$ cat src/hdl/assert_macros.svh
// Concurrent assertion helpers for the coherence controller.
`ifndef ASSERT_MACROS_SVH
`define ASSERT_MACROS_SVH

`ifndef SYNTHESIS

// Implication checked at every rising edge outside reset.
`define ASSERT_IMPL(label, clk, rst_n, lhs, rhs) \
	label: assert property (@(posedge clk) disable iff (!rst_n) (lhs) |-> (rhs)) \
	else $error("%m: assertion failed");

// Condition in one cycle implies a consequence in the next one.
`define ASSERT_NEXT(label, clk, rst_n, lhs, rhs) \
	label: assert property (@(posedge clk) disable iff (!rst_n) (lhs) |=> (rhs)) \
	else $error("%m: assertion failed");

`else

`define ASSERT_IMPL(label, clk, rst_n, lhs, rhs)
`define ASSERT_NEXT(label, clk, rst_n, lhs, rhs)

`endif

`endif

$ cat src/hdl/mlcc_pkg.sv
`default_nettype none

package mlcc_pkg;

	localparam int ADDR_BITS = 32;
	localparam int ID_BITS   = 4;

	typedef enum logic [3:0] {
		ST_I   = 4'd0,
		ST_ISE = 4'd1,
		ST_IM  = 4'd2,
		ST_SM  = 4'd3,
		ST_OM  = 4'd4,
		ST_S   = 4'd5,
		ST_E   = 4'd6,
		ST_M   = 4'd7,
		ST_O   = 4'd8
	} line_state_t;

	typedef enum logic [2:0] {
		CMD_LOAD  = 3'd0,
		CMD_STORE = 3'd1,
		CMD_GETS  = 3'd2,
		CMD_GETM  = 3'd3,
		CMD_DATA  = 3'd4
	} cmd_t;

	typedef struct packed {
		logic        issue_gets;
		logic        issue_getm;
		logic        reply;
		logic        supply;
		logic        assert_shared;
		logic        miss;
		logic        silent;
		logic        error;
		line_state_t next_state;
	} coh_result_t;

endpackage

`default_nettype wire

$ cat src/hdl/mlcc_decode.sv
`default_nettype none

module mlcc_decode import mlcc_pkg::*; (
	input  line_state_t        state,
	input  logic [2:0]         command,
	input  logic [ID_BITS-1:0] requester_id,
	input  logic [ID_BITS-1:0] own_id,
	input  logic               shared_sampled,
	output coh_result_t        result
);

	coh_result_t r;
	cmd_t        cmd;

	assign cmd = cmd_t'(command);

	always_comb begin
		r            = '0;
		r.next_state = state;
		unique case (state)
			ST_I: begin
				case (cmd)
					CMD_LOAD: begin
						r.issue_gets = 1'b1;
						r.miss       = 1'b1;
						r.next_state = ST_ISE;
					end
					CMD_STORE: begin
						r.issue_getm = 1'b1;
						r.miss       = 1'b1;
						r.next_state = ST_IM;
					end
					CMD_GETS, CMD_GETM, CMD_DATA: ;
					default: r.error = 1'b1;
				endcase
			end
			ST_S: begin
				case (cmd)
					CMD_LOAD: begin
						r.assert_shared = 1'b1;
						r.reply         = 1'b1;
					end
					CMD_STORE: begin
						r.issue_getm = 1'b1;
						r.miss       = 1'b1;
						r.next_state = ST_SM;
					end
					CMD_GETS: r.assert_shared = 1'b1;
					CMD_GETM: r.next_state = ST_I;
					default:  r.error = 1'b1;
				endcase
			end
			ST_E: begin
				case (cmd)
					CMD_LOAD: r.reply = 1'b1;
					CMD_STORE: begin
						r.reply      = 1'b1;
						r.silent     = 1'b1;
						r.next_state = ST_M;
					end
					CMD_GETS: begin
						r.assert_shared = 1'b1;
						r.supply        = 1'b1;
						r.next_state    = ST_S;
					end
					CMD_GETM: begin
						r.supply     = 1'b1;
						r.next_state = ST_I;
					end
					default: r.error = 1'b1;
				endcase
			end
			ST_O: begin
				case (cmd)
					CMD_LOAD: r.reply = 1'b1;
					CMD_STORE: begin
						r.issue_getm = 1'b1;
						r.miss       = 1'b1;
						r.next_state = ST_OM;
					end
					// owner keeps the shared line up so the requester cannot go exclusive
					CMD_GETS: begin
						r.assert_shared = 1'b1;
						r.supply        = 1'b1;
					end
					CMD_GETM: begin
						r.supply     = 1'b1;
						r.next_state = ST_I;
					end
					default: r.error = 1'b1;
				endcase
			end
			ST_M: begin
				case (cmd)
					CMD_LOAD, CMD_STORE: r.reply = 1'b1;
					CMD_GETS: begin
						r.assert_shared = 1'b1;
						r.supply        = 1'b1;
						r.next_state    = ST_O;
					end
					CMD_GETM: begin
						r.supply     = 1'b1;
						r.next_state = ST_I;
					end
					default: r.error = 1'b1;
				endcase
			end
			ST_ISE: begin
				case (cmd)
					CMD_GETS, CMD_GETM: ;
					CMD_DATA: begin
						r.reply      = 1'b1;
						r.next_state = shared_sampled ? ST_S : ST_E;
					end
					default: r.error = 1'b1;
				endcase
			end
			ST_IM: begin
				case (cmd)
					CMD_GETS, CMD_GETM: ;
					CMD_DATA: begin
						r.reply      = 1'b1;
						r.next_state = ST_M;
					end
					default: r.error = 1'b1;
				endcase
			end
			ST_SM: begin
				case (cmd)
					CMD_GETS: r.assert_shared = 1'b1;
					CMD_GETM: r.next_state = ST_IM;
					CMD_DATA: begin
						r.reply      = 1'b1;
						r.next_state = ST_M;
					end
					default: r.error = 1'b1;
				endcase
			end
			ST_OM: begin
				case (cmd)
					CMD_GETS: begin
						r.assert_shared = 1'b1;
						r.supply        = 1'b1;
					end
					// our own GETM seen on the bus leaves the line in OM
					CMD_GETM: begin
						r.assert_shared = 1'b1;
						r.supply        = 1'b1;
						if (requester_id != own_id) begin
							r.next_state = ST_IM;
						end
					end
					CMD_DATA: begin
						r.reply      = 1'b1;
						r.next_state = ST_M;
					end
					default: r.error = 1'b1;
				endcase
			end
			default: r.error = 1'b1;
		endcase

		// drop every action on an illegal combination, keep the state
		if (r.error) begin
			r            = '0;
			r.error      = 1'b1;
			r.next_state = state;
		end
	end

	assign result = r;

endmodule

`default_nettype wire

$ cat src/hdl/moesi_line_coherence_controller.sv
`default_nettype none
// Channel   Handshake                 Payload
// input     in_valid / in_stall       command, line_address, requester_id, shared_sampled
// output    out_valid / out_stall     issue_gets ... new_line_state
// config    cfg_write_en              cfg_write_data (own_module_id)
//
// One item per cycle sustained while out_stall is low; an item passes through the
// input register, then state decode into the result register.
// The line state updates as an item leaves the input register, so successive items chain.
// arst_n clears the line state to I, own_module_id to 0 and both valid flags.
// A stalled result holds the input register; in_stall rises only when both stages are full.
`include "assert_macros.svh"

module moesi_line_coherence_controller import mlcc_pkg::*; (
	input  logic                 clk,
	input  logic                 arst_n,

	input  logic                 cfg_write_en,
	input  logic [ID_BITS-1:0]   cfg_write_data,

	input  logic                 in_valid,
	output logic                 in_stall,
	input  logic [2:0]           command,
	input  logic [ADDR_BITS-1:0] line_address,
	input  logic [ID_BITS-1:0]   requester_id,
	input  logic                 shared_sampled,

	output logic                 out_valid,
	input  logic                 out_stall,
	output logic                 issue_gets,
	output logic                 issue_getm,
	output logic                 reply_to_processor,
	output logic                 supply_on_bus,
	output logic [ID_BITS-1:0]   supply_target,
	output logic [ADDR_BITS-1:0] out_address,
	output logic                 assert_shared,
	output logic                 miss_event,
	output logic                 silent_upgrade_event,
	output logic                 protocol_error,
	output logic [3:0]           new_line_state
);

	logic [ID_BITS-1:0]   own_id_q;
	line_state_t          line_state_q;

	logic                 valid_s1;
	logic [2:0]           command_s1;
	logic [ADDR_BITS-1:0] address_s1;
	logic [ID_BITS-1:0]   requester_s1;
	logic                 shared_s1;

	logic                 out_valid_q;
	coh_result_t          res_q;
	logic [ID_BITS-1:0]   target_q;
	logic [ADDR_BITS-1:0] address_q;

	coh_result_t          res;
	logic                 adv_s1;
	logic                 take_in;

	mlcc_decode u_decode (
		.state          (line_state_q),
		.command        (command_s1),
		.requester_id   (requester_s1),
		.own_id         (own_id_q),
		.shared_sampled (shared_s1),
		.result         (res)
	);

	assign adv_s1   = valid_s1 && (!out_valid_q || !out_stall);
	assign in_stall = valid_s1 && !adv_s1;
	assign take_in  = in_valid && !in_stall;

	always_ff @(posedge clk or negedge arst_n) begin
		if (!arst_n) begin
			own_id_q     <= '0;
			line_state_q <= ST_I;
			valid_s1     <= 1'b0;
			out_valid_q  <= 1'b0;
		end else begin
			if (cfg_write_en) begin
				own_id_q <= cfg_write_data;
			end
			if (take_in) begin
				valid_s1 <= 1'b1;
			end else if (adv_s1) begin
				valid_s1 <= 1'b0;
			end
			if (adv_s1) begin
				out_valid_q  <= 1'b1;
				line_state_q <= res.next_state;
			end else if (!out_stall) begin
				out_valid_q <= 1'b0;
			end
		end
	end

	always_ff @(posedge clk) begin
		if (take_in) begin
			command_s1   <= command;
			address_s1   <= line_address;
			requester_s1 <= requester_id;
			shared_s1    <= shared_sampled;
		end
		if (adv_s1) begin
			res_q     <= res;
			target_q  <= res.supply ? requester_s1 : '0;
			address_q <= (res.issue_gets || res.issue_getm || res.reply || res.supply) ?
				address_s1 : '0;
		end
	end

	assign out_valid            = out_valid_q;
	assign issue_gets           = res_q.issue_gets;
	assign issue_getm           = res_q.issue_getm;
	assign reply_to_processor   = res_q.reply;
	assign supply_on_bus        = res_q.supply;
	assign supply_target        = target_q;
	assign out_address          = address_q;
	assign assert_shared        = res_q.assert_shared;
	assign miss_event           = res_q.miss;
	assign silent_upgrade_event = res_q.silent;
	assign protocol_error       = res_q.error;
	assign new_line_state       = res_q.next_state;

	`ASSERT_NEXT(a_err_keeps_state, clk, arst_n, adv_s1 && res.error, $stable(line_state_q))
	`ASSERT_NEXT(a_result_tracks_state, clk, arst_n, adv_s1, out_valid_q && (new_line_state == line_state_q))
	`ASSERT_NEXT(a_s1_holds_on_stall, clk, arst_n, valid_s1 && !adv_s1, valid_s1 && $stable(address_s1))
	`ASSERT_IMPL(a_no_take_when_full, clk, arst_n, valid_s1 && out_valid_q && out_stall, in_stall)

endmodule

`default_nettype wire
$ cat config.mk
export PLATFORM = sky130hd
export DESIGN_NAME = moesi_line_coherence_controller
export DESIGN_NICKNAME = d
export VERILOG_FILES = /design/src/hdl/mlcc_pkg.sv /design/src/hdl/mlcc_decode.sv /design/src/hdl/moesi_line_coherence_controller.sv
export VERILOG_INCLUDE_DIRS = /design/src /design/src/hdl
export SDC_FILE = /design/constraint.sdc
export NUM_CORES = 1
export LEC_CHECK = 0
export ABC_AREA = 1
export BUFFER_PORTS_ARGS = -buffer_cell sky130_fd_sc_hd__buf_2
export CAP_MARGIN = 5
export CORE_ASPECT_RATIO = 1.25
export CORE_MARGIN = 5
export CORE_UTILIZATION = 27
export CTS_CLUSTER_SIZE = 24
export DETAILED_ROUTE_END_ITERATION = 6
export PLACE_DENSITY = 0.49
export SLEW_MARGIN = 5
export SYNTH_ARGS = -nofsm -noshare
export SYNTH_HDL_FRONTEND = slang
export SYNTH_SLANG_ARGS = --single-unit
$ cat constraint.sdc
create_clock -name clk -period 5.13 [get_ports clk]
set_input_delay 1.2825 -clock clk [delete_from_list [all_inputs] [get_ports clk]]
set_output_delay 1.2825 -clock clk [all_outputs]
set_load 0.01 [all_outputs]
# After elaboration in Yosys (flattened, before gate mapping)
# Cells that the tools add are included.
word_totals:
  register_bits: 98
  inputBits: 49
  out_inout_bits: 50
  word_cells: 98
op_classes:
  n_eq_ne: 14
  mux: 36
  n_bitwise: 1
  reduce_logical: 28
op_table:
  columns: ["op", "n"]
  rows:
  - ["$pmux W4 S2", 6]
  - ["$pmux W4 S9", 1]
  - ["$mux W1", 17]
  - ["$eq A4 B3 Y1 const B", 4]
  - ["$reduce_or A4 Y1", 4]
  - ["$mux W12", 1]
  - ["$mux W4", 3]
  - ["$pmux W4 S3", 1]
  - ["$reduce_or A2 Y1", 6]
  - ["$pmux W1 S3", 3]
  - ["$reduce_or A3 Y1", 3]
  - ["$eq A4 B2 Y1 const B", 2]
  - ["$eq A3 B2 Y1 const B", 2]
  - ["$reduce_or A5 Y1", 1]
  - ["$eq A4 B1 Y1 const B", 1]
  - ["$eq A4 B4 Y1 const B", 1]
  - ["$logic_not A1 Y1", 4]
  - ["$logic_not A4 Y1", 1]
  - ["$logic_or A1 B1 Y1", 4]
  - ["$mux W2", 2]
  - ["$ne A4 B4 Y1", 1]
  - ["$pmux W1 S2", 2]
  - ["$eq A3 B1 Y1 const B", 1]
  - ["$eq A3 B3 Y1 const B", 1]
  - ["5 further kinds", 7]

# Depth between registers and ports, before layout
logic_depth:
  ltp_word: 8
  ltp_mapped: 14
  mapped_depth_nobuf: 13

# By module
# From an unflattened synthesis, not the netlist that was laid out.
hier_totals:
  cells_unflattened: 347
  hier_area_um2: 4134.0
modules_own_cells:
  columns: ["mod", "instances", "cells_each", "area_per_inst_um2", "seq_area_each_um2"]
  rows:
  - ["moesi_line_coherence_controller", 1, 211, 3524.6, 2892.8]
  - ["mlcc_decode", 1, 136, 609.3, 0.0]

# Least setup slack after synthesis
# OpenSTA, ideal clock, no wires.
synth_path:
  path_kind: "in2reg"
  start: "input port out_stall"
  end: "register res_q, in the netlist assert_shared, enable pin"
  setup_time_ns: 0.406
  t_arrival_ns: 2.511
  required_ns: 4.724
  path_slack_ns: 2.213
  cell_stages: 3
  path_buffers: 0
  path_cell_list: "nand2_1 -> nand2_1 -> inv_1"
synth_between:
  elab_chain_cells: 3
synth_lines:
  columns: ["item", "line_no", "text"]
  rows:
  - ["start: declaration", "moesi_line_coherence_controller.sv:29", "input logic out_stall,"]
  - ["$logic_not A1 Y1", null, null]
  - ["$logic_or A1 B1 Y1", "moesi_line_coherence_controller.sv:70", "assign adv_s1 = valid_s1 && (!out_valid_q || !out_stall);"]
  - ["$logic_and A1 B1 Y1", "moesi_line_coherence_controller.sv:70", null]
  - ["via adv_s1", "moesi_line_coherence_controller.sv:58", "logic adv_s1;"]
  - ["end signal: assignment", "moesi_line_coherence_controller.sv:106", "res_q <= res;"]
  - ["end: declaration", "moesi_line_coherence_controller.sv:53", "coh_result_t res_q;"]
# The timed path passes the listed nets, and every way through them passes these cells.
# A chain may end at the register's enable or synchronous reset.

# Worst setup path after layout
layout_path:
  start: "input port out_stall"
  end: "output port in_stall"
layout_between:
  elab_chain_cells: 5
layout_lines:
  columns: ["item", "line_no", "text"]
  rows:
  - ["$logic_not A1 Y1", null, null]
  - ["$logic_or A1 B1 Y1", "moesi_line_coherence_controller.sv:70", null]
  - ["$logic_and A1 B1 Y1", "moesi_line_coherence_controller.sv:70", null]
  - ["$logic_not A1 Y1", "moesi_line_coherence_controller.sv:71", "assign in_stall = valid_s1 && !adv_s1;"]
  - ["$logic_and A1 B1 Y1", "moesi_line_coherence_controller.sv:71", null]
  - ["end: declaration", "moesi_line_coherence_controller.sv:22", "output logic in_stall,"]
# No other way between the ends.

==> metrics.txt <==
largest net degree at the start of global routing=54; routability-driven placement congestion ratio=0.889; Syn-to-layout area delta=25.2%; ys async rst share=approximately a tenth; hold path endpoint=out_address[19]$_SDFFCE_PN0P_; die height=~140 um; clock buffer count from CTS=9; Max IR drop VDD=0.147 mV; htree depth=3; nature of the critical path endpoint=primary output; Max Freq=~340 MHz; post-synthesis compound-gate area fraction=3.48%; Port Buffers=98; Pins Over Slew Limit=0; status=completed; register-to-register setup slack=~2.9 ns; synthesized area=approximately 3900 um2; Area contributors post-synth=edfxtp_1, nand2_1, dfrtp_1, inv_1, nor2_1; Fin. Hold Viols=0; critical path startpoint category=input pin; reg-to-reg endpoint=out_address[28]$_SDFFCE_PN0P_; max_slew headroom=27.9%; fill count=~1500; power share of the combinational group=about 22%; Worst Hold Slack=around 0.5 ns; period utilisation layout=just under 60%; mux cell area share after synthesis=0%; P_leak=between 2 and 2.5 nW; XOR/XNOR Fraction of Synth Area=0%; Main synth FF type=edfxtp_1; share of the synthesized area in the top cell type=about two thirds; Initial Util=between 20% and 30%; Reg power frac=roughly 47%; Synth Area in Adders=0%; RSZ-0062 raised after global routing=no; # resized after CTS=0; worst r2r src=line_state_q[1]$_DFFE_PN0P_; DRT iter0 DRCs=roughly 110; WL final=about 8200 um; Setup TNS=0 ns; hold depth=2; Clk Latency, worst-skew pair=between 0.3 and 0.4 ns; Hold Crit Start=address_s1[19]$_DFFE_PP_; DIE WIDTH=118 um; Hold Buf Count CTS=0; hpwl dp=6010 um; synth cell count leaders=nand2_1, edfxtp_1, inv_1; Worst-Margin Slew=about 1.1 ns; critical path class=input pin to primary output; total grt overflow=0; post-synthesis simple-gate area fraction=15.0%; CTS sink count=slightly below 100; via/cell ratio=around 4.1; core footprint=roughly 14000 um2; largest family of logic cells by synthesized area=simple AND/OR/NAND/NOR gates; count leader, synth=nand2_1; num rows=49; Post-CTS Setup Inserts=0; Tot GR Track Use=slightly below 10%; Sw Share=29.8%; first drt pass iteration count=4; drc violations=0; Cell Int Power=between 0.0015 and 0.002 W; Psw=a little under 0.0007 W; fin cells=roughly 620; register bit total from synthesis=a little under 100; Antenna Cells=0; Avg Cell Area, Syn=11.6 um2; Routed Antenna Nets=0; area leader, netlist=edfxtp_1; routed via count=between 2000 and 3000; global-route wire length before repair=13200 um; crit path DAT=~1.7 ns; max_cap viols=0; CTS tree=built; clock power share=30.7%; CP max FO=5; clock slew at reported path FFs=about 0.06 ns; YS warnings=0; Synth cell types=25; Req. time, crit path=3.85 ns; PwrDens=between 400 and 500 nW/um2; IO Count=99; initial antenna violation count=0; Period minus WS final=approximately 3.0 ns; Placed Instances=between 600 and 700; Worst Skew=around 0.0080 ns; Hold Path Class=register to register; post-synthesis sequential area ratio=roughly three quarters; setup violators final=0; share of layout cells above drive strength 1=between 30% and 40%; clock root buffer=clkbuf_16; routed len/inst=approximately 13 um; EDFF count, synth=between 80 and 90; R2R depth=11; Max clock buf depth=2; Nets=between 400 and 500; Syn Nets=386; Die ar.=17000 um2; vias in the first global route=roughly 2700; Post-Syn Instances=337
layer usage:
layer	GRT usage (%)	vias to the layer above	wire, um
met2	17.3	70	4300
met1	10.6	1166	3160
met3	2.57	20	381
li1	-	1303	-
met4	6.46	0	312
met5	0	-	0
worst max path at each step:
stage	to	from	depth (start not counted)
after floorplan	assert_shared$_SDFFCE_PP0P_	out_stall	3
after global placement	in_stall	out_stall	4
after detailed placement	in_stall	out_stall	4
after CTS	in_stall	out_stall	4
after global routing	in_stall	out_stall	4
final	in_stall	out_stall	4
through the flow:
| stage | area [um2] | total power [W] | utilization, % | setup WS (ns) |
|---|---|---|---|---|
| 3_5_place_dp | 4590 | 0.00164 | 32.0 | 2.16 |
| 5_1_grt | 4900 | 0.00247 | 34.2 | 2.09 |
| 2_1_floorplan | 3920 | 0.00147 | - | 2.21 |
| 4_1_cts | 4900 | 0.00236 | 34.2 | 2.16 |
| 6_report | 4900 | 0.00232 | 34.2 | 2.17 |
| 3_3_place_gp | 4590 | 0.00163 | 32.0 | 2.17 |
flip-flops by register name, indices dropped and copies added (netlist names), 3 cells and up:
name and count:
command_s1 3, address_s1 32, line_state_q 4, requester_s1 4
own_id_q 4, supply_target 4, new_line_state 4, out_address 32
cell families after synthesis:
kind of cell / after synthesis
flops: 98
compound gates: 23
simple gates: 142
buf+inv: 74
placed cells by master, fill, tap and decap left out:
| cell | instances |
|---|---|
| nand3_2 | 1 |
| o31ai_1 | 1 |
| o21ai_0 | 11 |
| clkinv_2 | 2 |
| nand2_2 | 1 |
| buf_2 | 98 |
| o311ai_0 | 2 |
| edfxtp_1 | 88 |
| a21oi_1 | 4 |
| inv_1 | 54 |
| nor3_2 | 1 |
| nand4_1 | 5 |
| or2_2 | 1 |
| a31oi_1 | 1 |
| inv_2 | 16 |
| nor2_1 | 26 |
| inv_6 | 2 |
| a22oi_1 | 1 |
| clkbuf_16 | 9 |
| nor2_2 | 1 |
| o211ai_1 | 3 |
| nand3b_1 | 1 |
| nor3_1 | 2 |
| nand2_1 | 96 |
| dfrtp_1 | 10 |
| nand3_1 | 6 |
| nor2_4 | 1 |
| bufinv_16 | 2 |
final cells by class:
type	instances	area (um2)	area share [%]
Sequential cell	98	2890	59.0
Timing Repair Buffer	98	490	10.0
Inverter	70	263	5.36
Multi-Input combinational cell	165	723	14.7
Tap cell	178	223	4.54
Clock inverter	6	87.6	1.79
Clock buffer	9	225	4.59
power by group through the flow:
stage          Clock, W  Combinational (W)  Sequential [W]
2_1_floorplan         0           0.000331         0.00114
3_3_place_gp          0           0.000516         0.00111
3_5_place_dp          0           0.000530         0.00111
4_1_cts        0.000732           0.000529         0.00109
5_1_grt        0.000769           0.000596         0.00111
6_report       0.000713           0.000517         0.00109
worst max-delay path, cell delays in order:
cell and delay (ns):
buf_2 0.09, nand2_1 0.12, nor2_1 0.05, buf_2 0.13
Note: power is estimated with default switching activity, not from simulation.
